<file path="src/hw/rtl/rmf_pkg.sv">
// ----------------------------------------------------------------------------
// rmf_pkg: shared types and constants of the RGB median filter
// Frame limits, pixel and window types, request codes and the structs that
// travel between the control, window and median stages.
// ----------------------------------------------------------------------------
package rmf_pkg;

  // Largest frame the line store is sized for.
  localparam int MaxWidth  = 640;
  localparam int MaxHeight = 480;

  // Counter and address widths follow from the frame limits.
  localparam int ColAddrW = $clog2(MaxWidth);
  localparam int RowAddrW = $clog2(MaxHeight);

  // Configuration register widths and reset values.
  localparam int CfgWidthW   = 10;
  localparam int CfgHeightW  = 9;
  localparam int CfgDataW    = 10;
  localparam int WidthReset  = 640;
  localparam int HeightReset = 480;

  // Pixel layout: red in the low byte, then green, then blue.
  localparam int ChanW     = 8;
  localparam int PixW      = 3 * ChanW;
  localparam int BrW       = ChanW + 2;
  localparam int WinSize   = 9;
  localparam int WinCenter = 4;
  localparam int MedRank   = 4;
  localparam int RankW     = $clog2(WinSize);

  typedef logic [PixW-1:0] pix_t;

  // One column of the window: index 0 is the top row, 2 the bottom row.
  typedef logic [2:0][PixW-1:0] col_t;

  // 3x3 window in row-major order.
  typedef logic [WinSize-1:0][PixW-1:0] win_t;

  // Line store word: the two rows above the incoming pixel.
  typedef struct packed {
    pix_t top;
    pix_t mid;
  } line_word_t;

  typedef enum logic {
    ActPixel = 1'b0,
    ActDrain = 1'b1
  } action_e;

  typedef enum logic {
    RegFrameWidth  = 1'b0,
    RegFrameHeight = 1'b1
  } cfg_reg_e;

  // Work handed from the control to the window stage.
  typedef struct packed {
    logic                wr;        // pixel goes into the line store
    logic                emit;      // request produces an output pixel
    logic                from_mem;  // output pixel comes from the store
    logic                interior;  // output pixel takes the median
    logic                last;      // last output pixel of the frame
    logic [ColAddrW-1:0] col;       // line store column
    pix_t                pix;       // incoming pixel
  } item_t;

  // Flags that ride along with a window through the median stages.
  typedef struct packed {
    logic interior;
    logic last;
  } tag_t;

endpackage

</file>
<file path="src/hw/rtl/rmf_median.sv">
// ----------------------------------------------------------------------------
// rmf_median: brightness median of a 3x3 window
// Three stages: brightness sums, pairwise ordering, rank select into the
// output register. Border pixels pass the window center unchanged.
// ----------------------------------------------------------------------------
module rmf_median import rmf_pkg::*; (
  input  logic clk_i,
  input  logic rst_ni,
  input  logic valid_i,
  output logic ready_o,
  input  win_t win_i,
  input  tag_t tag_i,
  output logic out_valid_o,
  input  logic out_ready_i,
  output pix_t out_pix_o,
  output logic out_last_o
);

  logic                                c_valid_q, d_valid_q, o_valid_q;
  logic                                c_free, d_free, o_free;
  win_t                                c_win_q, d_win_q;
  tag_t                                c_tag_q, d_tag_q;
  logic [WinSize-1:0][BrW-1:0]         br_d, c_br_q;
  logic [WinSize-1:0][WinSize-1:0]     bf_d, d_bf_q;
  logic [WinSize-1:0]                  sel;
  logic [WinSize-1:0][RankW:0]         rank;
  pix_t                                med, o_pix_q;
  logic                                o_last_q;

  assign o_free  = !o_valid_q || out_ready_i;
  assign d_free  = !d_valid_q || o_free;
  assign c_free  = !c_valid_q || d_free;
  assign ready_o = c_free;

  // Brightness of each window pixel.
  always_comb begin
    for (int k = 0; k < WinSize; k++) begin
      br_d[k] = BrW'(win_i[k][ChanW-1:0]) + BrW'(win_i[k][2*ChanW-1:ChanW]) +
                BrW'(win_i[k][3*ChanW-1:2*ChanW]);
    end
  end

  // bf[i][j] is set when pixel j ranks before pixel i; ties keep window order.
  always_comb begin
    bf_d = '0;
    for (int i = 0; i < WinSize; i++) begin
      for (int j = i + 1; j < WinSize; j++) begin
        bf_d[i][j] = c_br_q[j] < c_br_q[i];
        bf_d[j][i] = !(c_br_q[j] < c_br_q[i]);
      end
    end
  end

  // The pixel with exactly four predecessors is the median.
  always_comb begin
    med = '0;
    for (int i = 0; i < WinSize; i++) begin
      rank[i] = '0;
      for (int j = 0; j < WinSize; j++) begin
        rank[i] = rank[i] + (RankW + 1)'(d_bf_q[i][j]);
      end
      sel[i] = (rank[i] == (RankW + 1)'(MedRank));
      if (sel[i]) begin
        med = med | d_win_q[i];
      end
    end
  end

  // Stage valids.
  always_ff @(posedge clk_i or negedge rst_ni) begin
    if (!rst_ni) begin
      c_valid_q <= 1'b0;
      d_valid_q <= 1'b0;
      o_valid_q <= 1'b0;
    end else begin
      if (c_free) c_valid_q <= valid_i;
      if (d_free) d_valid_q <= c_valid_q;
      if (o_free) o_valid_q <= d_valid_q;
    end
  end

  // Stage payloads.
  always_ff @(posedge clk_i) begin
    if (c_free && valid_i) begin
      c_win_q <= win_i;
      c_tag_q <= tag_i;
      c_br_q  <= br_d;
    end
    if (d_free && c_valid_q) begin
      d_win_q <= c_win_q;
      d_tag_q <= c_tag_q;
      d_bf_q  <= bf_d;
    end
    if (o_free && d_valid_q) begin
      o_pix_q  <= d_tag_q.interior ? med : d_win_q[WinCenter];
      o_last_q <= d_tag_q.last;
    end
  end

  assign out_valid_o = o_valid_q;
  assign out_pix_o   = o_pix_q;
  assign out_last_o  = o_last_q;

  // The pairwise order is total, so exactly one pixel holds the median rank.
  assert property (@(posedge clk_i) disable iff (!rst_ni)
    d_valid_q && d_tag_q.interior |-> $onehot(sel))
    else $error("median rank not unique");

endmodule
</file>
<file path="config.mk">
export PLATFORM = sky130hd
export DESIGN_NAME = rmf_median
export DESIGN_NICKNAME = d
export VERILOG_FILES = /design/src/hw/rtl/rmf_pkg.sv /design/src/hw/rtl/rmf_median.sv
export SDC_FILE = /design/constraint.sdc
export NUM_CORES = 1
export LEC_CHECK = 0
export ABC_AREA = 1
export BUFFER_PORTS_ARGS = -buffer_cell sky130_fd_sc_hd__buf_2
export CORE_UTILIZATION = 30
export DETAILED_ROUTE_END_ITERATION = 12
export GPL_TIMING_DRIVEN = 0
export PLACE_DENSITY = 0.43
export SLEW_MARGIN = 20
export SYNTH_ARGS = -nofsm -noshare
export SYNTH_HDL_FRONTEND = slang
export SYNTH_SLANG_ARGS = --single-unit
</file>
<file path="constraint.sdc">
create_clock -name clk_i -period 12.4 [get_ports clk_i]
set_input_delay 1.86 -clock clk_i [delete_from_list [all_inputs] [get_ports clk_i]]
set_output_delay 1.86 -clock clk_i [all_outputs]
set_load 0.005 [all_outputs]
</file>
==> impl_metrics.yaml <==
logic_synthesis:
  synth_top_cell_area_share_pct: 54.2
  synth_seq_cells: 626
  synthDistinctLibCells: 36
  syn_nets: 3638
  synth-seq-area-share_pct: 54.4
  async_reset_ff_share_pct: 0.479
  synth_top_cell_by_area: "edfxtp_1"
  synthTopCellsByCount: "edfxtp_1 (623), nand2_1 (462), ha_1 (414), inv_1 (361), nand3_1 (247)"
  netlist_area_um2: 34500
  ys.flop_type: "edfxtp_1"
  synth_edf_count: 623
  netlist_top_cells_area: "edfxtp_1 (54%), ha_1 (15%), fa_1 (6.8%)"
  yosysWarningCount: 0
  netlist_instances: 2885
  yosys.cell_count.top_type: "edfxtp_1"
  synth_area_per_cell_um2: 12.0
clocking:
  post_cts_buffers: 0
  ctsResizeCount: 0
  htreeDepth: 3
  cts_tree: "done"
  cts_buffer_depth: 3
  root_buffer: "clkbuf_16"
  clock-sinks: 626
  hold_buffers: 0
  cts_made_buffers: 75
  insertion_delay_ns: 0.66
  clk_pin_slew_worst_paths_ns: 0.06
global_routing:
  antenna_found_initial: 2
  gr-total-overflow: 0
  grt.total_usage_pct: 19.4
  grt_pass1_wl_um: 159000
  grt_pass1_vias: 22494
  grt_max_degree: 98
finish:
  nets: 3970
  syn_to_final_growth_pct: 16.6
  fillers: 11449
  diodes: 0
  drive_above_1_share_pct: 14.1
  final_area_um2: 40200
detailed_routing:
  drt_iter0_drc: 1706
  dr.pass1.iters: 5
  routed_wl_um: 112000
  drc: 0
  viasPerCell: 4.68
  postRouteAntennaNets: 0
  routedWlPerCell_um: 23.5
  vias: 22423
timing:
  fin_crit_sh_pct: 38.8
  worst_pin_slew_ns: 0.876
  hold_violations: 0
  fmax_mhz: 208
  slew_headroom_pct: 41.5
  rsz0062_at_grt: "no"
  period_minus_slack_ns: 4.81
  fin_worst_skew_ns: 0.0244
  setup_slack_ns: 7.59
  setup_viol: 0
  slew_violations: 0
job:
  cap_violations: 0
floorplan:
  die_w_um: 341
  initial_core_util_pct: 30.2
  num_rows: 124
  io-pin-count: 249
  core_area_um2: 114000
  dieArea_um2: 116000
  die_h_um: 341
hold_path:
  hold_start: "c_win_q[78]"
  hp-class: "flop to flop"
setup_path:
  end_kind: "flop"
  crit_path_start: "d_bf_q[18]"
  crit_arrival_ns: 5.21
  r2r_start: "d_bf_q[18]"
  worstSetupPathType: "flop to flop"
  path_max_fanout: 10
  crit_path_start_kind: "flop"
  crit_required_ns: 12.80
placed_design:
  dp_hpwl_um: 86000
  placed_cell_area_um2: 37900
  place.port_buffers: 248
  dp_slack_ns: 7.58
  place.gp.congestion: 0.850
run_status:
  status: "completed"
## cells in the final DEF (no fill, tap or decap), types with 46 or more instances in the layout
cell type	n
fa_1	117
inv_1	359
clkbuf_16	77
nand4_1	53
edfxtp_1	623
o21ai_1	46
nor2_1	59
nand2_1	462
nand3_1	247
a21oi_1	189
ha_1	414
buf_2	275
## final timing paths
kind / end / slack, ns / cells past startpoint
worst min-delay path: d_win_q[78] / 0.41 / 0
worst max-delay path: out_pix_o[18] / 7.59 / 17
max in group asynchronous: d_valid_q / 11.30 / 1
min in group asynchronous: out_valid_o / 1.00 / 1
worst min register to register: d_win_q[78] / 0.41 / 0
worst max register to register: out_pix_o[18] / 7.59 / 17
## cell type report
cell class                      instances  area [um2]  area share [%]
Clock buffer                           89        1970            4.90
Buffer                                 37         258           0.641
Clock inverter                         48         403            1.00
Timing Repair Buffer                  255        1430            3.56
Sequential cell                       626       18800            46.7
Multi-Input combinational cell       1839       14000            34.9
Tap cell                             1512        1890            4.70
Inverter                              383        1450            3.61
## per-layer routing
| metal | vias to the layer above | share of wire, % | wire [um] | GRT usage, % |
|---|---|---|---|---|
| met5 | - | 0 | 0 | 0 |
| li1 | 10867 | - | - | - |
| met3 | 125 | 4.1 | 4580 | 2.04 |
| met2 | 508 | 48 | 53800 | 32.5 |
| met4 | 0 | 2.9 | 3220 | 6.34 |
| met1 | 10923 | 45 | 50900 | 26.3 |
## through the flow
step | instances | util (%) | TNS [ns] | hold WS, ns
after detailed placement | 4652 | 33.1 | 0 | 0.405
after global routing | 4789 | 35.2 | 0 | 0.409
final | 4789 | 35.2 | 0 | 0.408
after global placement | 4645 | 33.0 | -193.43 | 0.401
after floorplan | 2885 | - | 0 | 0.400
after CTS | 4789 | 35.2 | 0 | 0.400
## registers in the layout, indices dropped and copies added (netlist names)
register     cells
c_valid_q        1
d_valid_q        1
out_pix_o       24
out_last_o       1
d_bf_q          72
d_tag_q          2
out_valid_o      1
c_tag_q          2
d_win_q        216
c_win_q        216
c_br_q          90
## critical path: stages, from the launching register on
cell and delay [ns]:
edfxtp_1 0.41, fa_1 0.55, inv_1 0.05, fa_1 0.44, fa_1 0.50, inv_1 0.05
ha_1 0.21, fa_1 0.48, nor2_1 0.05, nand2_1 0.13, inv_2 0.10, buf_2 0.19
nand3_1 0.21, nand2_2 0.07, nor2_1 0.50, nand2_1 0.33, nand2_1 0.20, nand2_1 0.08
## cells by family (layout without fill, tap and decap cells)
| group | count (synthesis) | after routing | share of synthesized area (%) |
|---|---|---|---|
| and+or+nand+nor | 901 | 901 | 11.8 |
| DFF | 626 | 626 | 54.4 |
| adders and majority gates | 531 | 531 | 21.8 |
| buffers and inverters | 420 | 812 | 4.91 |
| AOI/OAI and AO/OA | 361 | 361 | 5.91 |
| xor gates and xnor gates | 46 | 46 | 1.17 |
Power is not shown: default switching activity piles up to over one toggle a cycle in this logic, so the estimate is an artifact.
