`src/hw/rtl/rmf_pkg.sv`:
```
// ----------------------------------------------------------------------------
// rmf_pkg: shared types and constants of the RGB median filter
// Frame limits, pixel and window types, request codes and the structs that
// travel between the control, window and median stages.
// ----------------------------------------------------------------------------
package rmf_pkg;

  // Largest frame the line store is sized for.
  localparam int MaxWidth  = 640;
  localparam int MaxHeight = 480;

  // Counter and address widths follow from the frame limits.
  localparam int ColAddrW = $clog2(MaxWidth);
  localparam int RowAddrW = $clog2(MaxHeight);

  // Configuration register widths and reset values.
  localparam int CfgWidthW   = 10;
  localparam int CfgHeightW  = 9;
  localparam int CfgDataW    = 10;
  localparam int WidthReset  = 640;
  localparam int HeightReset = 480;

  // Pixel layout: red in the low byte, then green, then blue.
  localparam int ChanW     = 8;
  localparam int PixW      = 3 * ChanW;
  localparam int BrW       = ChanW + 2;
  localparam int WinSize   = 9;
  localparam int WinCenter = 4;
  localparam int MedRank   = 4;
  localparam int RankW     = $clog2(WinSize);

  typedef logic [PixW-1:0] pix_t;

  // One column of the window: index 0 is the top row, 2 the bottom row.
  typedef logic [2:0][PixW-1:0] col_t;

  // 3x3 window in row-major order.
  typedef logic [WinSize-1:0][PixW-1:0] win_t;

  // Line store word: the two rows above the incoming pixel.
  typedef struct packed {
    pix_t top;
    pix_t mid;
  } line_word_t;

  typedef enum logic {
    ActPixel = 1'b0,
    ActDrain = 1'b1
  } action_e;

  typedef enum logic {
    RegFrameWidth  = 1'b0,
    RegFrameHeight = 1'b1
  } cfg_reg_e;

  // Work handed from the control to the window stage.
  typedef struct packed {
    logic                wr;        // pixel goes into the line store
    logic                emit;      // request produces an output pixel
    logic                from_mem;  // output pixel comes from the store
    logic                interior;  // output pixel takes the median
    logic                last;      // last output pixel of the frame
    logic [ColAddrW-1:0] col;       // line store column
    pix_t                pix;       // incoming pixel
  } item_t;

  // Flags that ride along with a window through the median stages.
  typedef struct packed {
    logic interior;
    logic last;
  } tag_t;

endpackage

```
`src/hw/rtl/rmf_ctrl.sv`:
```
// ----------------------------------------------------------------------------
// rmf_ctrl: frame position counters and configuration registers
// Decides for each request whether it stores a pixel, emits an output
// pixel, or is dropped, and tracks input and output raster positions.
// ----------------------------------------------------------------------------
module rmf_ctrl import rmf_pkg::*; (
  input  logic                clk_i,
  input  logic                rst_ni,
  input  logic                cfg_valid_i,
  input  logic                cfg_index_i,
  input  logic [CfgDataW-1:0] cfg_data_i,
  input  logic                in_valid_i,
  input  logic                in_action_i,
  input  pix_t                in_pix_i,
  input  logic                ready_i,
  output logic                item_valid_o,
  output item_t               item_o
);

  logic [CfgWidthW-1:0]  cfg_width_q;
  logic [CfgHeightW-1:0] cfg_height_q;
  logic [ColAddrW-1:0]   in_col_q, out_col_q, w_last;
  logic [RowAddrW-1:0]   in_row_q, out_row_q, h_last;
  logic                  in_done_q;
  logic                  accept, is_pixel, do_wr, emit_px, emit_dr, emit;
  logic                  interior, last;

  // Clamp the configured size into the supported range.
  always_comb begin
    if (cfg_width_q == '0) begin
      w_last = '0;
    end else if (32'(cfg_width_q) > MaxWidth) begin
      w_last = ColAddrW'(MaxWidth - 1);
    end else begin
      w_last = ColAddrW'(cfg_width_q - 1'b1);
    end
    if (cfg_height_q == '0) begin
      h_last = '0;
    end else if (32'(cfg_height_q) > MaxHeight) begin
      h_last = RowAddrW'(MaxHeight - 1);
    end else begin
      h_last = RowAddrW'(cfg_height_q - 1'b1);
    end
  end

  // Classify the request.
  always_comb begin
    accept   = in_valid_i && ready_i;
    is_pixel = (action_e'(in_action_i) == ActPixel);
    do_wr    = accept && is_pixel && !in_done_q;
    // An output is due once a full row plus one pixel is in.
    emit_px  = do_wr && ((in_row_q > RowAddrW'(1)) ||
                         (in_row_q == RowAddrW'(1) && in_col_q != '0));
    emit_dr  = accept && !is_pixel && in_done_q;
    emit     = emit_px || emit_dr;
    interior = (out_row_q != '0) && (out_col_q != '0) &&
               (out_row_q != h_last) && (out_col_q != w_last);
    last     = (out_row_q == h_last) && (out_col_q == w_last);
  end

  always_comb begin
    item_valid_o     = do_wr || emit;
    item_o.wr        = do_wr;
    item_o.emit      = emit;
    // Last row pixels still pending at the end come from the store.
    item_o.from_mem  = emit_dr && (out_row_q == h_last);
    item_o.interior  = interior;
    item_o.last      = last;
    item_o.col       = is_pixel ? in_col_q : out_col_q;
    item_o.pix       = in_pix_i;
  end

  // Configuration registers.
  always_ff @(posedge clk_i or negedge rst_ni) begin
    if (!rst_ni) begin
      cfg_width_q  <= CfgWidthW'(WidthReset);
      cfg_height_q <= CfgHeightW'(HeightReset);
    end else if (cfg_valid_i) begin
      case (cfg_reg_e'(cfg_index_i))
        RegFrameWidth:  cfg_width_q  <= cfg_data_i[CfgWidthW-1:0];
        RegFrameHeight: cfg_height_q <= cfg_data_i[CfgHeightW-1:0];
        default: ;
      endcase
    end
  end

  // Raster position counters; a register write or the last output restarts.
  always_ff @(posedge clk_i or negedge rst_ni) begin
    if (!rst_ni) begin
      in_col_q  <= '0;
      in_row_q  <= '0;
      in_done_q <= 1'b0;
      out_col_q <= '0;
      out_row_q <= '0;
    end else if (cfg_valid_i) begin
      in_col_q  <= '0;
      in_row_q  <= '0;
      in_done_q <= 1'b0;
      out_col_q <= '0;
      out_row_q <= '0;
    end else begin
      if (do_wr) begin
        if (in_col_q == w_last) begin
          in_col_q <= '0;
          if (in_row_q == h_last) begin
            in_done_q <= 1'b1;
          end else begin
            in_row_q <= in_row_q + 1'b1;
          end
        end else begin
          in_col_q <= in_col_q + 1'b1;
        end
      end
      if (emit) begin
        if (last) begin
          in_col_q  <= '0;
          in_row_q  <= '0;
          in_done_q <= 1'b0;
          out_col_q <= '0;
          out_row_q <= '0;
        end else if (out_col_q == w_last) begin
          out_col_q <= '0;
          out_row_q <= out_row_q + 1'b1;
        end else begin
          out_col_q <= out_col_q + 1'b1;
        end
      end
    end
  end

endmodule

```
`config.mk`:
```
export PLATFORM = sky130hd
export DESIGN_NAME = rmf_ctrl
export DESIGN_NICKNAME = d
export VERILOG_FILES = /design/src/hw/rtl/rmf_pkg.sv /design/src/hw/rtl/rmf_ctrl.sv
export SDC_FILE = /design/constraint.sdc
export NUM_CORES = 1
export LEC_CHECK = 0
export BUFFER_PORTS_ARGS = -buffer_cell sky130_fd_sc_hd__buf_2
export CAP_MARGIN = 20
export CORE_MARGIN = 2
export CORE_UTILIZATION = 57
export DETAILED_ROUTE_END_ITERATION = 8
export MAX_ROUTING_LAYER = met4
export PLACE_DENSITY = 0.92
export RECOVER_POWER = 50
export REMOVE_ABC_BUFFERS = 1
export SLEW_MARGIN = 15
export SYNTH_ARGS = -nofsm -noshare
export SYNTH_HDL_FRONTEND = slang
export SYNTH_SLANG_ARGS = --single-unit
```
`constraint.sdc`:
```
create_clock -name clk_i -period 6 [get_ports clk_i]
set_input_delay 1.2 -clock clk_i [delete_from_list [all_inputs] [get_ports clk_i]]
set_output_delay 1.2 -clock clk_i [all_outputs]
set_load 0.005 [all_outputs]
```
==> impl.org <==
** Outcome
- The flow ran to the end, but the final reports show violations.
- The checks that failed: capacitance limit, slew limit.

** Yosys
- Dividing the synthesized area by the synthesized cell count gives roughly 8.6 um2.
- In this run, synthesis inferred 0 flip-flops with an integrated enable.
- Area share of the largest cell type after synthesis :: 25.66%
- Share of the synthesized area in compound gates (AO/OA/AOI/OAI) :: between 20% and 30%
- The synthesized netlist devotes about 3.0% of its cell area to adder and majority cells.
- Multiplexer share of the synthesized area :: between 5 and 6%
- The synthesized netlist devotes roughly 5.2% of its cell area to XOR and XNOR gates.
- Sequential elements use ~29% of the synthesized area.
- Synth Flop Type :: sky130_fd_sc_hd__dfrtp_1
- Mapped Cells :: ~590
- Combined area of all synthesized cells :: 5071 um2
- After synthesis, the largest family of logic cells by area is simple AND/OR/NAND/NOR gates.
- Synth top cells by count :: sky130_fd_sc_hd__dfrtp_1 (52), sky130_fd_sc_hd__nor2_1 (42), sky130_fd_sc_hd__inv_1 (32)
- For this run, the number of Yosys warnings is 0.
- #FFs+latches synth :: 58
- The biggest area contributor in the post-synthesis netlist is sky130_fd_sc_hd__dfrtp_1.
- After Yosys synthesis, and, or, nand and nor cells account for roughly 25% of the synthesized area.
- In this run, distinct cell masters in the synthesized netlist total between 80 and 90.
- Most numerous cell in the Yosys netlist :: sky130_fd_sc_hd__dfrtp_1
- For this run, asynchronously set or reset flops after synthesis account for 100.0%.
- Leading post-synthesis cells by cell area :: sky130_fd_sc_hd__dfrtp_1 (26%), sky130_fd_sc_hd__mux2_2 (4.9%), sky130_fd_sc_hd__buf_4 (4.3%), sky130_fd_sc_hd__dfstp_2 (3.1%), sky130_fd_sc_hd__nor2_1 (3.1%)

** Min path
- Type of the worst min-delay path :: reg2reg
- Hold Path Origin :: out_row_q[3]$_DFFE_PN0P_

** Worst setup path
- Kind of capture point of the worst setup path :: primary output
- The critical path starts at cfg_width_q[0]$_DFFE_PN0P_.
- Required @ worst endpoint :: roughly 4.8 ns
- The worst setup path is launched from a flop.
- Data on the critical path arrives at its endpoint at 3.77 ns.
- In this run the worst path has a maximum fanout of 15.
- The worst register-to-register path begins at cfg_width_q[0]$_DFFE_PN0P_.
- Kind of critical path :: reg2out

** STA
- Maximum clock frequency :: roughly 200 MHz
- Setup violations remaining at the end of the flow were counted as 0.
- Final-layout setup total negative slack :: 0 ns
- Final critical path time including I/O delays and setup :: slightly below 5 ns
- Across all hold checks on the routed design, the worst slack comes to around 0.55 ns.
- After layout, the worst path uses between 80 and 90% of the clock period.
- At the pin with the least slew margin, the transition time is between 3 and 4 ns.
- Max-slew headroom :: -111.4%
- The max-slew violation count was 59.
- Setup repair after global routing left no endpoint under its margin.
- Minimum setup slack in the final design :: around 1.0 ns
- The count of endpoints failing hold in the final timing report is 0.
- On the final layout, the worst clock skew is between 0.01 and 0.015 ns.

** Detailed routing
- Post-route ant nets :: 0
- Via count :: about 4800
- For this block, the initial DRC count from the detailed router was between 400 and 500.
- For this run, design rule violations remaining after detail routing come to 0.
- Detailed-routing iteration count for the pre-antenna-repair pass :: 5
- Dividing the detail-routed wire length by the instance count gives between 20 and 25 um.
- The final layout contains routed wiring with a total length of roughly 14000 um.
- In the routed layout, each cell is associated on average with a via count of 6.924.

** Power
- Static leakage power :: about 0.0021 uW
- IR drop worst, VDD :: approximately 0.11 mV
- Overall power after layout :: 1072 uW
- Power density over the cells :: a little over 200 nW/um2

** Placed design
- Setup slack at placement :: about 1.5 ns
- Count of port buffers added during placement :: 32
- Routability-driven placement finished with a final weighted congestion of around 0.97.
- Summed over all nets, the half-perimeter wirelength after detailed placement is 10320 um.

** GRT
- For this run, the total global-route usage over all layers was measured as between 20% and 30%.
- Maximum number of pins on one net before global-route repair :: 59
- Number of antenna violations at the first check in global routing :: 0
- The number of global-route vias before repair is approximately 4400.
- Global-route wire length before repair :: between 20000 and 25000 um
- Global routing finished with a remaining overflow of 0.

** Die
- After floorplanning, the core was divided into 34 placement rows.
- Die Area :: around 9700 um2
- I/O pin count :: 81
- In this run the standard cell core region covers roughly 8700 um2.
- The die is 98.32 um tall.
- For this configuration, the core starts out at a cell density of about 58%.
- Die Span X :: slightly below 100 um

** Job
- The tool flagged a number of max-cap violations equal to 1.

** Clock tree
- Buffers from clock root to sink, at most :: 2
- After clock tree synthesis, the clock-pin slew on the worst setup and hold paths is approximately 0.070 ns.
- TritonCTS clock tree :: built
- CTS hold repair buffers :: 0
- Maximum level of the CTS H-tree :: 3
- Once the clock tree was built, the resizer swapped 0 gates to a different size.
- CTS Root Cell :: sky130_fd_sc_hd__clkbuf_8
- Insertion delay of the later-clocked pin in the worst-skew pair :: ~0.35 ns
- CTS sink cnt :: 58
- Post-CTS setup buffers :: 0
- Inserted Clock Buffers :: 9

** Cells and area
- Number of nets in the layout :: between 600 and 700
- 0 antenna diodes ended up in the layout.
- Measured on the finished design, the core utilization comes to between 50 and 60%.
- In the final layout, the share of cells above drive strength 1 is 17.30%.
- Area growth, synth to finish :: 2.048%
==> sequential cells by signal, indices dropped and copies added, names as in the netlist <==
signal,count
in_row_q,9
out_col_q,10
in_col_q,10
cfg_height_q,9
in_done_q,1
out_row_q,9
cfg_width_q,10
==> logic make-up (layout without fill, tap and decap cells) <==
logic type,count (synthesis),after routing
buffers and inverters,97,83
multiplexers,26,26
XOR/XNOR,30,30
AND/OR/NAND/NOR,222,222
adder cells (fa/ha/maj),12,12
AO/OA/AOI/OAI,147,147
flip-flops,58,58
==> stage by stage <==
| step | std cells | cell area, um2 |
|---|---|---|
| 2_1_floorplan | 528 | 4698 |
| 3_3_place_gp | 670 | 5009 |
| 3_5_place_dp | 670 | 5009 |
| 4_1_cts | 686 | 5180 |
| 5_1_grt | 686 | 5175 |
| 6_report | 686 | 5175 |
==> report_power, final <==
group          switching (uW)  total, uW  internal (uW)
combinational             163        277            114
sequential               48.5        464            416
clock                     173        332            159
==> metal layers <==
metal	track usage, %	vias up	share of wire, %
met5	-	-	0
met4	9.694	0	2.4
met3	6.800	36	11
met2	44.53	297	46
met1	39.57	2250	40
li1	-	2167	-
==> cells in the final DEF, fill, tap and decap left out, types with 4 or more instances in the layout <==
cell	count
sky130_fd_sc_hd__dfrtp_1	52
sky130_fd_sc_hd__nor2_1	42
sky130_fd_sc_hd__inv_1	32
sky130_fd_sc_hd__buf_2	31
sky130_fd_sc_hd__nand2_1	29
sky130_fd_sc_hd__o21ai_0	29
sky130_fd_sc_hd__nor3_1	22
sky130_fd_sc_hd__mux2_2	22
sky130_fd_sc_hd__a21oi_1	21
sky130_fd_sc_hd__nand3_1	20
sky130_fd_sc_hd__xnor2_1	17
sky130_fd_sc_hd__nand4_1	17
sky130_fd_sc_hd__nor4_1	17
sky130_fd_sc_hd__or3_1	15
sky130_fd_sc_hd__xor2_1	13
sky130_fd_sc_hd__ha_1	12
sky130_fd_sc_hd__and3_1	10
sky130_fd_sc_hd__clkbuf_8	10
sky130_fd_sc_hd__o32ai_1	8
sky130_fd_sc_hd__o21a_1	8
sky130_fd_sc_hd__o31ai_1	8
sky130_fd_sc_hd__nor3b_1	7
sky130_fd_sc_hd__o211a_1	7
sky130_fd_sc_hd__dfstp_2	6
sky130_fd_sc_hd__nor4b_1	5
sky130_fd_sc_hd__o2111ai_1	5
sky130_fd_sc_hd__o211ai_1	5
sky130_fd_sc_hd__or4_1	4
sky130_fd_sc_hd__a211oi_1	4
sky130_fd_sc_hd__nand2b_1	4
sky130_fd_sc_hd__and2_1	4
sky130_fd_sc_hd__mux2i_1	4
sky130_fd_sc_hd__a2111oi_2	4
sky130_fd_sc_hd__a22o_1	4
==> final timing paths <==
check	end	cells after the start	slack, ns
setup / recovery	item_o[34]	10	1.03
hold / removal	out_row_q[3]$_DFFE_PN0P_	1	0.55
setup reg to reg	in_row_q[4]$_DFF_PN0_	10	2.09
hold reg to reg	out_row_q[3]$_DFFE_PN0P_	1	0.55
max in group asynchronous	out_row_q[8]$_DFFE_PN0P_	2	2.21
min in group asynchronous	in_row_q[5]$_DFF_PN0_	2	2.01
==> worst max-delay path, stage by stage, from the launching register on <==
cell and delay, ns:
sky130_fd_sc_hd__dfrtp_1 0.45, sky130_fd_sc_hd__inv_1 0.16, sky130_fd_sc_hd__ha_1 0.19, sky130_fd_sc_hd__nor4b_1 0.46, sky130_fd_sc_hd__nand3_1 0.50, sky130_fd_sc_hd__nand3_1 0.23
sky130_fd_sc_hd__xnor2_1 0.10, sky130_fd_sc_hd__nor4_1 0.44, sky130_fd_sc_hd__o2111a_1 0.57, sky130_fd_sc_hd__and2_1 0.20, sky130_fd_sc_hd__buf_2 0.11
==> layout make-up <==
| type | instances | area (um2) |
|---|---|---|
| fillers | 742 | 3503 |
| inverters | 33 | 123.9 |
| flip-flops and latches | 58 | 1459 |
| multi-input cells | 437 | 3115 |
| clock buffers | 11 | 141.4 |
| well taps | 108 | 135.1 |
| repair buffers | 34 | 170.2 |
| clock inverters | 5 | 30.03 |
No activity file was read; power rests on OpenSTA's default activity.
